<file path="src/rtl/core/bse_pkg.sv">
`timescale 1ns / 1ps
// Shared constants, types and command/status structs for the bubble sort engine.
// Used by bse_datapath, bse_ctrl and bubble_sort_engine; depends on nothing.
package bse_pkg;

  // Storage size and derived widths.
  localparam int DEPTH  = 16;
  localparam int DATA_W = 32;
  localparam int ADDR_W = (DEPTH > 1) ? $clog2(DEPTH) : 1;
  localparam int CNT_W  = $clog2(DEPTH + 1);

  typedef logic signed [DATA_W-1:0] data_t;
  typedef logic [ADDR_W-1:0]        addr_t;
  typedef logic [CNT_W-1:0]         cnt_t;

  localparam cnt_t DEPTH_CNT = cnt_t'(DEPTH);

  // Commands from the controller to the datapath.
  typedef struct packed {
    logic load;        // store the accepted item, or note it as dropped
    logic sort_init;   // set the pass length to the element count
    logic pass_start;  // start a pass: read entry 0, clear the swap flag
    logic carry_load;  // take entry 0 into the carry, read entry 1
    logic cmp;         // one compare-and-swap step along the pass
    logic pass_end;    // write the carry to the end of the pass
    logic emit_load;   // move the read entry into the output register
    logic set_clear;   // the set is done: clear count and overflow
  } cmd_t;

  // Status from the datapath to the controller.
  typedef struct packed {
    logic pass_short;  // fewer than two entries left to sort
    logic cmp_last;    // this compare is the last of the pass
    logic swapped;     // the current pass has made a swap
    logic emit_last;   // the entry being emitted is the final one
    logic out_free;    // the output register can take an item
  } status_t;

endpackage

</file>
<file path="src/rtl/core/bse_datapath.sv">
`timescale 1ns / 1ps
// Datapath of the bubble sort engine: element store, carry register, counters
// and the output register. Depends on bse_pkg; driven by bse_ctrl commands.
module bse_datapath (
  input  logic              clk,
  input  logic              rst,
  input  bse_pkg::cmd_t     cmd,
  output bse_pkg::status_t  status,
  input  bse_pkg::data_t    s_tdata,
  output logic              m_tvalid,
  input  logic              m_tready,
  output bse_pkg::data_t    m_tdata,
  output logic              m_tlast,
  output logic              m_tuser
);

  bse_pkg::data_t mem [bse_pkg::DEPTH];
  bse_pkg::data_t rdata;
  bse_pkg::data_t carry;
  bse_pkg::cnt_t  count;
  bse_pkg::cnt_t  m;
  bse_pkg::addr_t k;
  bse_pkg::addr_t e;
  logic           dropped;
  logic           swapped;

  bse_pkg::addr_t raddr;
  bse_pkg::addr_t waddr;
  bse_pkg::data_t wdata;
  logic           we;
  logic           not_full;
  logic           gt;
  bse_pkg::cnt_t  m_minus1;

  assign not_full = count < bse_pkg::DEPTH_CNT;
  assign gt       = carry > rdata;
  assign m_minus1 = m - bse_pkg::cnt_t'(1);

  // Read address: the pass walks ahead of the write by two entries.
  always_comb begin
    if (cmd.pass_start) begin
      raddr = '0;
    end else if (cmd.carry_load) begin
      raddr = k + bse_pkg::addr_t'(1);
    end else if (cmd.cmp) begin
      raddr = k + bse_pkg::addr_t'(2);
    end else begin
      raddr = e;
    end
  end

  // Write port: loading, the smaller value of a compare, or the carry at pass end.
  always_comb begin
    we    = 1'b0;
    waddr = e;
    wdata = carry;
    if (cmd.load && not_full) begin
      we    = 1'b1;
      waddr = count[bse_pkg::ADDR_W-1:0];
      wdata = s_tdata;
    end else if (cmd.cmp) begin
      we    = 1'b1;
      waddr = k;
      wdata = gt ? rdata : carry;
    end else if (cmd.pass_end) begin
      we    = 1'b1;
      waddr = m_minus1[bse_pkg::ADDR_W-1:0];
      wdata = carry;
    end
  end

  // Element store with registered read data.
  always_ff @(posedge clk) begin
    if (we) begin
      mem[waddr] <= wdata;
    end
    rdata <= mem[raddr];
  end

  // Count and overflow flag of the set being collected.
  always_ff @(posedge clk) begin
    if (rst) begin
      count   <= '0;
      dropped <= 1'b0;
    end else if (cmd.set_clear) begin
      count   <= '0;
      dropped <= 1'b0;
    end else if (cmd.load) begin
      if (not_full) begin
        count <= count + bse_pkg::cnt_t'(1);
      end else begin
        dropped <= 1'b1;
      end
    end
  end

  // Pass length, pass position, carry and swap flag.
  always_ff @(posedge clk) begin
    if (cmd.sort_init) begin
      m <= count;
      e <= '0;
    end
    if (cmd.pass_start) begin
      k       <= '0;
      swapped <= 1'b0;
    end
    if (cmd.carry_load) begin
      carry <= rdata;
    end
    if (cmd.cmp) begin
      k <= k + bse_pkg::addr_t'(1);
      if (gt) begin
        swapped <= 1'b1;
      end else begin
        carry <= rdata;
      end
    end
    if (cmd.pass_end) begin
      m <= m_minus1;
    end
    if (cmd.emit_load) begin
      e <= e + bse_pkg::addr_t'(1);
    end
  end

  // Output register: the set can be closed while the final item waits here.
  always_ff @(posedge clk) begin
    if (rst) begin
      m_tvalid <= 1'b0;
    end else if (cmd.emit_load) begin
      m_tvalid <= 1'b1;
    end else if (m_tready) begin
      m_tvalid <= 1'b0;
    end
  end

  always_ff @(posedge clk) begin
    if (cmd.emit_load) begin
      m_tdata <= rdata;
      m_tlast <= status.emit_last;
      m_tuser <= dropped;
    end
  end

  // Status back to the controller.
  assign status.pass_short = m < bse_pkg::cnt_t'(2);
  assign status.cmp_last   = (bse_pkg::cnt_t'(k) + bse_pkg::cnt_t'(2)) == m;
  assign status.swapped    = swapped;
  assign status.emit_last  = (bse_pkg::cnt_t'(e) + bse_pkg::cnt_t'(1)) == count;
  assign status.out_free   = !m_tvalid || m_tready;

  // The fill count never passes the store size.
  a_count_range: assert property (@(posedge clk) disable iff (rst)
    count <= bse_pkg::DEPTH_CNT)
    else $error("element count beyond store size");

  // A compare step always compares an entry inside the current pass.
  a_cmp_in_pass: assert property (@(posedge clk) disable iff (rst)
    cmd.cmp |-> ((bse_pkg::cnt_t'(k) + bse_pkg::cnt_t'(2)) <= m))
    else $error("compare step outside the pass");

  // The output register is only loaded when its item has gone or was never there.
  a_no_overwrite: assert property (@(posedge clk) disable iff (rst)
    cmd.emit_load |-> (!m_tvalid || m_tready))
    else $error("output item overwritten before it was taken");

endmodule

</file>
<file path="src/rtl/core/bse_ctrl.sv">
`timescale 1ns / 1ps
// Controller state machine of the bubble sort engine: load, sort passes, emit.
// Depends on bse_pkg; commands bse_datapath and reads its status.
module bse_ctrl (
  input  logic              clk,
  input  logic              rst,
  input  logic              s_tvalid,
  input  logic              s_tlast,
  output logic              s_tready,
  input  bse_pkg::status_t  status,
  output bse_pkg::cmd_t     cmd
);

  localparam logic [2:0] S_IDLE    = 3'd0;
  localparam logic [2:0] S_INIT    = 3'd1;
  localparam logic [2:0] S_PASS    = 3'd2;
  localparam logic [2:0] S_CARRY   = 3'd3;
  localparam logic [2:0] S_CMP     = 3'd4;
  localparam logic [2:0] S_PEND    = 3'd5;
  localparam logic [2:0] S_EMIT_RD = 3'd6;
  localparam logic [2:0] S_EMIT_LD = 3'd7;

  logic [2:0] state;
  logic [2:0] state_next;

  assign s_tready = (state == S_IDLE);

  // Next state and commands.
  always_comb begin
    state_next = state;
    cmd        = '0;
    case (state)
      S_IDLE: begin
        if (s_tvalid) begin
          cmd.load = 1'b1;
          if (s_tlast) begin
            state_next = S_INIT;
          end
        end
      end
      S_INIT: begin
        cmd.sort_init = 1'b1;
        state_next    = S_PASS;
      end
      S_PASS: begin
        if (status.pass_short) begin
          state_next = S_EMIT_RD;
        end else begin
          cmd.pass_start = 1'b1;
          state_next     = S_CARRY;
        end
      end
      S_CARRY: begin
        cmd.carry_load = 1'b1;
        state_next     = S_CMP;
      end
      S_CMP: begin
        cmd.cmp = 1'b1;
        if (status.cmp_last) begin
          state_next = S_PEND;
        end
      end
      S_PEND: begin
        cmd.pass_end = 1'b1;
        // A pass without a swap leaves the store in order.
        state_next = status.swapped ? S_PASS : S_EMIT_RD;
      end
      S_EMIT_RD: begin
        state_next = S_EMIT_LD;
      end
      S_EMIT_LD: begin
        if (status.out_free) begin
          cmd.emit_load = 1'b1;
          if (status.emit_last) begin
            cmd.set_clear = 1'b1;
            state_next    = S_IDLE;
          end else begin
            state_next = S_EMIT_RD;
          end
        end
      end
      default: begin
        state_next = S_IDLE;
      end
    endcase
  end

  // State register.
  always_ff @(posedge clk) begin
    if (rst) begin
      state <= S_IDLE;
    end else begin
      state <= state_next;
    end
  end

endmodule

</file>
<file path="src/rtl/core/bubble_sort_engine.sv">
`timescale 1ns / 1ps
// Top level of the bubble sort engine: controller plus datapath.
// Depends on bse_pkg, bse_ctrl and bse_datapath.
//
// Usage: the slave stream carries one signed 32-bit value per item in s_tdata;
// s_tlast marks the item that closes the set. Up to 16 values are stored, one
// item a cycle. Values that arrive with the store full are dropped and the set
// is flagged as overflowed; the closing item closes the set either way.
// Once the set is closed, s_tready stays low while the store is sorted in place
// by bubble passes, each one entry shorter than the last; sorting stops after
// a pass without a swap. The master stream then gives the values in ascending
// order, each read from the store and then loaded into the output register,
// with m_tlast on the final one and m_tuser high on every item of an
// overflowed set. The store has a single read and a single write port.
// The final item sits in an output register, so the next set is accepted
// while it waits. When m_tready is low, emission simply pauses; nothing is lost.
// A synchronous reset empties the set and clears the overflow flag and the
// output valid; store contents are left as they are.
module bubble_sort_engine (
  input  logic           clk,
  input  logic           rst,
  input  logic           s_tvalid,
  output logic           s_tready,
  input  bse_pkg::data_t s_tdata,   // [31:0] value
  input  logic           s_tlast,
  output logic           m_tvalid,
  input  logic           m_tready,
  output bse_pkg::data_t m_tdata,   // [31:0] sorted_value
  output logic           m_tlast,
  output logic           m_tuser    // [0] overflow
);

  bse_pkg::cmd_t    cmd;
  bse_pkg::status_t status;

  // Sequencing of load, sort passes and emission.
  bse_ctrl u_ctrl (
    .clk      (clk),
    .rst      (rst),
    .s_tvalid (s_tvalid),
    .s_tlast  (s_tlast),
    .s_tready (s_tready),
    .status   (status),
    .cmd      (cmd)
  );

  // Store, compare-and-swap and output register.
  bse_datapath u_datapath (
    .clk      (clk),
    .rst      (rst),
    .cmd      (cmd),
    .status   (status),
    .s_tdata  (s_tdata),
    .m_tvalid (m_tvalid),
    .m_tready (m_tready),
    .m_tdata  (m_tdata),
    .m_tlast  (m_tlast),
    .m_tuser  (m_tuser)
  );

endmodule

</file>
<file path="config.mk">
export PLATFORM = sky130hd
export DESIGN_NAME = bubble_sort_engine
export DESIGN_NICKNAME = d
export VERILOG_FILES = /design/src/rtl/core/bse_pkg.sv /design/src/rtl/core/bse_datapath.sv /design/src/rtl/core/bse_ctrl.sv /design/src/rtl/core/bubble_sort_engine.sv
export SDC_FILE = /design/constraint.sdc
export NUM_CORES = 1
export LEC_CHECK = 0
export BUFFER_PORTS_ARGS = -buffer_cell sky130_fd_sc_hd__buf_2
export CORE_ASPECT_RATIO = 0.5
export CORE_UTILIZATION = 50
export CTS_CLUSTER_SIZE = 20
export DETAILED_ROUTE_END_ITERATION = 16
export GPL_TIMING_DRIVEN = 0
export PLACE_DENSITY = 0.72
export SETUP_SLACK_MARGIN = 0.1
export SLEW_MARGIN = 40
export SYNTH_ARGS = -nofsm -noshare
export SYNTH_HDL_FRONTEND = slang
export SYNTH_SLANG_ARGS = --single-unit
</file>
<file path="constraint.sdc">
create_clock -name clk -period 3.5 [get_ports clk]
set_input_delay 0.7 -clock clk [delete_from_list [all_inputs] [get_ports clk]]
set_output_delay 0.7 -clock clk [all_outputs]
set_load 0.05 [all_outputs]
</file>
==> impl_metrics.env, run 1 <==
export IMPL_status="completed"
export IMPL_num_rows=60
export IMPL_synth_top_family_by_area="compound AO/OA/AOI/OAI gates"
export IMPL_wire_per_inst_um=26.9
export IMPL_vias=20100
export IMPL_vias_per_cell=6.61
export IMPL_clk_pin_slew_ns=0.06
export IMPL_cp_start_kind="register"
export IMPL_setup_viol=0
export IMPL_dp_hpwl_um=55100
export IMPL_cts_htree_levels=2
export IMPL_place_area_mm2=0.0294
export IMPL_clock_tree_root_cell="clkbuf_16"
export IMPL_firstDrtPassIters=7
export IMPL_synthCells=2065
export IMPL_n_fill_cell=3841
export IMPL_grt_pass1_wl_um=120000
export IMPL_synth_area_per_cell_um2=13.2
export IMPL_remaining_drc_errors=0
export IMPL_cp_data_arrival_time_ns=3.75
export IMPL_fmax_mhz=294
export IMPL_grt_pass1_vias=19300
export IMPL_hold_viol=0
export IMPL_insertion_delay_ns=0.61
export IMPL_rrSetupSlack_ns=0.1
export IMPL_fin_nets=2359
export IMPL_slowest_stage="dfxtp_2"
export IMPL_dpl_cell_count=2880
export IMPL_die_w_um=332
export IMPL_synth_fp_nets=2139
export IMPL_fin_hold_ws_ns=0.390
export IMPL_ir_drop_mv=0.425
export IMPL_drt_iter0_drc=2774
export IMPL_period_minus_slack_ns=3.40
export IMPL_cts_buffers=55
export IMPL_gp_congestion=0.895
export IMPL_finalInstanceArea_mm2=0.0326
export IMPL_cp_cell_sequence="inv_1 -> ha_1 -> a41o_1 -> a221o_1 -> a2111oi_4 -> or2_0 -> buf_2 -> nand3_2 -> buf_4 -> o21ai_1 -> a21oi_4 -> buf_12"
export IMPL_synth_compound_area_frac=0.165
export IMPL_slew_headroom=0.418
export IMPL_power_density_mw_per_mm2=718
export IMPL_syn_to_final_growth_pct=19.7
export IMPL_grt_total_usage=0.286
export IMPL_ys_flop_type="edfxtp_1"
export IMPL_syn_area_mm2=0.0273
export IMPL_grt_max_degree=38
export IMPL_period_share=0.972
export IMPL_drt_antenna_violating_nets=0
export IMPL_dieArea_mm2=0.0555
export IMPL_final_max_slew_viol_count=0
export IMPL_required_ns=3.85
export IMPL_worstMarginPinSlew_ns=0.873
export IMPL_synth_edf_count=559
export IMPL_met2WireLength_um=36200
export IMPL_drt_wl_total_um=81800
export IMPL_synthXorXnorAreaFrac=0.00546
export IMPL_layout_common_cells="edfxtp_1 (559), buf_2 (116), a211oi_1 (99)"
export IMPL_muxShareOfSynthArea=0.0239
export IMPL_final_common_cell="edfxtp_1"
export IMPL_synthAdderAreaFrac=0.0170
export IMPL_die_y_um=167
export IMPL_coreArea_mm2=0.0538
export IMPL_routed_wl_met3_um=10700
export IMPL_max_clock_path_buffers=3
export IMPL_worstPathMaxFanout=16
export IMPL_drv_cap=0
export IMPL_ys_seq_elements=634
export IMPL_num_io_pins=73
export IMPL_worst_slack_ns=0.0985
export IMPL_met1_length_um=32600
export IMPL_drive_above_1_share=0.208
export IMPL_ctsHoldBuffers=0
export IMPL_cp_end_kind="register"
export IMPL_clkSinkCount=634
export IMPL_cts_tree="built"
export IMPL_start_util=0.507
export IMPL_yosysWarningCount=0
export IMPL_cpPeakStageDelay_ns=0.46
export IMPL_p_leak_nw=11.2
export IMPL_ys_seq_area_frac=0.671
export IMPL_synthArstFlopShare=0
export IMPL_instances_no_fill=3039
export IMPL_grt_ovfl_total=0
export IMPL_fin_skew_ns=0.0173
export IMPL_post_synth_and_or_nand_nor_area_fraction=0.0815
export IMPL_dr_max_layer_used="met4"
export IMPL_rsz0062_at_grt="true"
export IMPL_critPathKind="reg2reg"
export IMPL_synth_cell_type_count=66
export IMPL_port_buffers=72
export IMPL_hp_class="in2reg"
export IMPL_post_place_ws_ns=-0.806
export IMPL_antenna_found_initial=4
critical path: cells and delay by family, from the launching register on:
family                     cells  cell delay, ns
AOI/OAI and AO/OA              5            1.34
adders and majority gates      1            0.29
buffers and inverters          4            0.72
DFF                            1            0.46
and+or+nand+nor                2            0.33
sequential cells by signal, indices dropped and copies added, names as in the netlist, 3 cells and up:
signal / cells
u_datapath.rdata: 32
u_datapath.count: 5
u_datapath.mem: 512
u_ctrl.state: 3
u_datapath.m: 5
u_datapath.k: 4
u_datapath.carry: 32
u_datapath.m_tdata: 32
u_datapath.e: 4
Yosys cell counts (all sizes together) (32+ instances only):
library cell	n	area, um2
and4	33	289
ha	37	463
inv	39	146
a31oi	97	607
and3	35	219
o21ai	105	526
buf	78	454
a21oi	123	616
nand3	46	230
a221oi	65	569
or3	34	213
a211oi	101	758
nor2	112	420
dfxtp	75	1500
clkbuf	106	398
nand2	97	364
a32o	33	330
a31o	32	280
and2	38	238
mux2i	64	641
edfxtp	559	16800
o22ai	32	200
o32ai	33	289
cell type report:
class | instances | area, um2 | area share
inverters | 39 | 149 | 0.00456
repair buffers | 163 | 1830 | 0.0562
diodes | 2 | 5.00 | 0.000153
clock inverters | 29 | 235 | 0.00721
clock buffers | 67 | 1420 | 0.0436
plain buffers | 184 | 972 | 0.0298
flip-flops and latches | 634 | 18300 | 0.561
well taps | 713 | 892 | 0.0273
multi-input cells | 1208 | 8820 | 0.270
routing by layer:
layer  global-route usage  vias to the layer above
met5                    0                        -
met4               0.0769                        0
met3               0.0658                      185
met2                0.434                     1403
met1                0.415                     9869
li1                     -                     8630
where the power goes:
group          leakage (nW)  total, mW  internal, mW  switching [mW]
combinational          4.76       7.32          2.64            4.67
clock                 0.802       5.82          3.10            2.72
sequential             5.67       10.3          9.65           0.653
repair_timing:
action,in CTS,in global routing
setup buffers,48,12
hold endpoints to repair,0,0
pin swaps,41,6
gates cloned,0,1
endpoints found under the setup margin,1012,1002
resized for setup,126,116
metrics by stage:
step	power (mW)	TNS, ns	util
after floorplan	13.6	-29.81	-
after global placement	15.6	-1058.02	0.531
after detailed placement	15.9	-413.73	0.545
after CTS	22.7	-0.298	0.598
after global routing	24.1	0	0.606
final	23.4	0	0.606
final timing paths:
check | end | startpoint | cells after the start
max | u_datapath.mem[5][21] | u_datapath.rdata[19] | 12
min | u_datapath.m_tvalid | rst | 2
max reg2reg | u_datapath.mem[5][21] | u_datapath.rdata[19] | 12
min reg2reg | u_datapath.m_tuser | u_datapath.dropped | 0
cell families after synthesis:
logic type                 count (synthesis)
muxes                                     65
AOI/OAI and AO/OA                        658
adders and majority gates                 37
DFF                                      634
buffers and inverters                    223
and+or+nand+nor                          431
xor gates and xnor gates                  17
Power figures use the tool's default switching activity.
==> run 2, diff against run 1 <==
CELL_PAD_IN_SITES_DETAIL_PLACEMENT = 1   (was default)
CELL_PAD_IN_SITES_GLOBAL_PLACEMENT = 1   (was default)
CORE_UTILIZATION = 47   (was 50)
CTS_CLUSTER_DIAMETER = 50   (was default)
PLACE_DENSITY = 0.79   (was 0.72)
==> run 2 against run 1 <==
Against the previous run: via count grew 8.6%; register-to-register slack lost 0.27 ns; worst setup slack lost 0.27 ns; fmax shrank 7.4%; combinational power grew 14%; non-clock buffer count shrank 3; wire length grew 28%; sequential share of layout area shrank 0.16 points; core utilization shrank 2.6 points; critical path depth shrank 2; clock-buffer cell count shrank 16; the run now ends with design-rule violations, negative setup slack left; highest routed layer unchanged.
==> impl_metrics.env, run 2 (synthesis results as in run 1) <==
export IMPL_status="finished with violations"
export IMPL_violations="design-rule violations, negative setup slack"
export IMPL_cts_tree="built"
export IMPL_remaining_drc_errors=4
export IMPL_num_rows=61
export IMPL_vias=21800
export IMPL_cp_end_kind="register"
export IMPL_grt_pass1_vias=21400
export IMPL_clock_tree_root_cell="clkbuf_16"
export IMPL_worstPathMaxFanout=16
export IMPL_vias_per_cell=7.16
export IMPL_antenna_cells=0
export IMPL_final_common_cell="edfxtp_1"
export IMPL_dr_max_layer_used="met4"
export IMPL_drive_above_1_share=0.219
export IMPL_drt_antenna_violating_nets=0
export IMPL_fin_nets=2344
export IMPL_required_ns=3.84
export IMPL_period_share=1.05
export IMPL_worst_slack_ns=-0.174
export IMPL_grt_pass1_wl_um=144000
export IMPL_power_density_mw_per_mm2=737
export IMPL_critPathKind="reg2reg"
export IMPL_grt_max_degree=24
export IMPL_r2r_worst_path_cells=10
export IMPL_hp_start="rst"
export IMPL_instances_no_fill=3049
export IMPL_met1_length_um=38700
export IMPL_rsz0062_at_grt="true"
export IMPL_met2WireLength_um=47800
export IMPL_ir_drop_mv=0.461
export IMPL_num_io_pins=73
export IMPL_syn_to_final_growth_pct=20.0
export IMPL_cts_buffers=43
export IMPL_clkSinkCount=634
export IMPL_grt_ovfl_total=0
export IMPL_p_leak_nw=11.1
export IMPL_fin_setup_tns_ns=-3.07
export IMPL_r2r_end="u_datapath.mem[7][31]"
export IMPL_routed_wl_met3_um=13800
export IMPL_gp_congestion=0.899
export IMPL_wire_per_inst_um=34.4
export IMPL_dp_hpwl_um=64400
export IMPL_die_w_um=343
export IMPL_hold_viol=0
export IMPL_setup_viol=63
export IMPL_grt_total_usage=0.333
export IMPL_largest_reg_flops=512
export IMPL_drt_wl_total_um=105000
export IMPL_firstDrtPassIters=11
export IMPL_cp_start_kind="register"
export IMPL_slew_headroom=0.179
export IMPL_layout_common_cells="edfxtp_1 (559), buf_2 (119), a211oi_1 (98)"
export IMPL_hp_class="in2reg"
export IMPL_hold_end="u_ctrl.state[2]"
export IMPL_clk_pin_slew_ns=0.08
export IMPL_dpl_cell_count=2924
export IMPL_coreArea_mm2=0.0564
export IMPL_largest_register="u_datapath.mem"
export IMPL_r2r_start="u_datapath.rdata[27]"
export IMPL_worstMarginPinSlew_ns=1.23
export IMPL_fmax_mhz=272
export IMPL_antenna_found_initial=2
export IMPL_start_util=0.483
export IMPL_die_y_um=172
export IMPL_cts_htree_levels=2
export IMPL_drt_iter0_drc=3318
export IMPL_insertion_delay_ns=0.62
export IMPL_hold_depth=2
export IMPL_post_place_ws_ns=-0.819
export IMPL_port_buffers=72
export IMPL_final_max_slew_viol_count=0
export IMPL_rrSetupSlack_ns=-0.17
export IMPL_max_clock_path_buffers=3
export IMPL_cp_data_arrival_time_ns=4.01
export IMPL_fin_skew_ns=0.0502
export IMPL_drv_cap=0
export IMPL_dieArea_mm2=0.0590
export IMPL_period_minus_slack_ns=3.67
run 2: through the flow:
| step | hold WS [ns] | util | power (mW) | cell area (um2) |
|---|---|---|---|---|
| final | 0.399 | 0.580 | 24.1 | 32700 |
| after global routing | 0.405 | 0.580 | 24.5 | 32700 |
| after CTS | 0.386 | 0.570 | 22.6 | 32200 |
| after detailed placement | 0.434 | 0.522 | 16.3 | 29500 |
| after global placement | 0.430 | 0.508 | 15.7 | 28600 |
| after floorplan | 0.409 | - | 13.6 | 27300 |
run 2: routing by layer:
layer / GRT usage / vias up
li1: - / 8586
met5: 0 / -
met1: 0.442 / 11000
met4: 0.115 / 0
met2: 0.534 / 1899
met3: 0.0871 / 356
run 2: area by class of cell:
cell class / count / area, um2
Fill cell: 5401 / 23700
Sequential cell: 634 / 18300
Multi-Input combinational cell: 1208 / 9170
Timing Repair Buffer: 160 / 1820
Clock buffer: 51 / 1150
Buffer: 184 / 1000
Tap cell: 756 / 946
Clock inverter: 17 / 194
Inverter: 39 / 146
run 2: worst max-delay path, cell delays in order, from the launching register on:
cell and delay, ns:
dfxtp_1 0.51, inv_1 0.13, ha_1 0.37, nand4_1 0.28, nor3_4 0.31, and3_2 0.29, o311ai_0 0.24, and4_4 0.31
o21ai_0 0.60, a21oi_4 0.15, buf_12 0.19
run 2: power breakdown:
part / internal [mW] / total, mW / switching (mW)
Sequential: 9.64 / 10.4 / 0.798
Clock: 2.48 / 5.36 / 2.88
Combinational: 2.79 / 8.32 / 5.53
run 2: worst max-delay path by stage:
stage	from	endpoint	slack [ns]
after floorplan	u_ctrl.state[2]	u_datapath.mem[1][0]	-0.09
after global placement	u_datapath.rdata[31]	u_datapath.mem[5][22]	-1.29
after detailed placement	u_datapath.rdata[31]	u_datapath.mem[5][13]	-0.82
after CTS	u_datapath.rdata[18]	u_datapath.mem[7][31]	0.09
after global routing	u_datapath.rdata[27]	u_datapath.mem[7][31]	-0.09
final	u_datapath.rdata[27]	u_datapath.mem[7][31]	-0.17
run 2: what timing repair did:
action,CTS,global route
resized for setup,173,127
endpoints found under the hold margin,0,0
hold buffers,0,0
gates cloned,0,1
setup endpoints to repair,1070,933
pin swaps,42,8
setup buffers,46,10
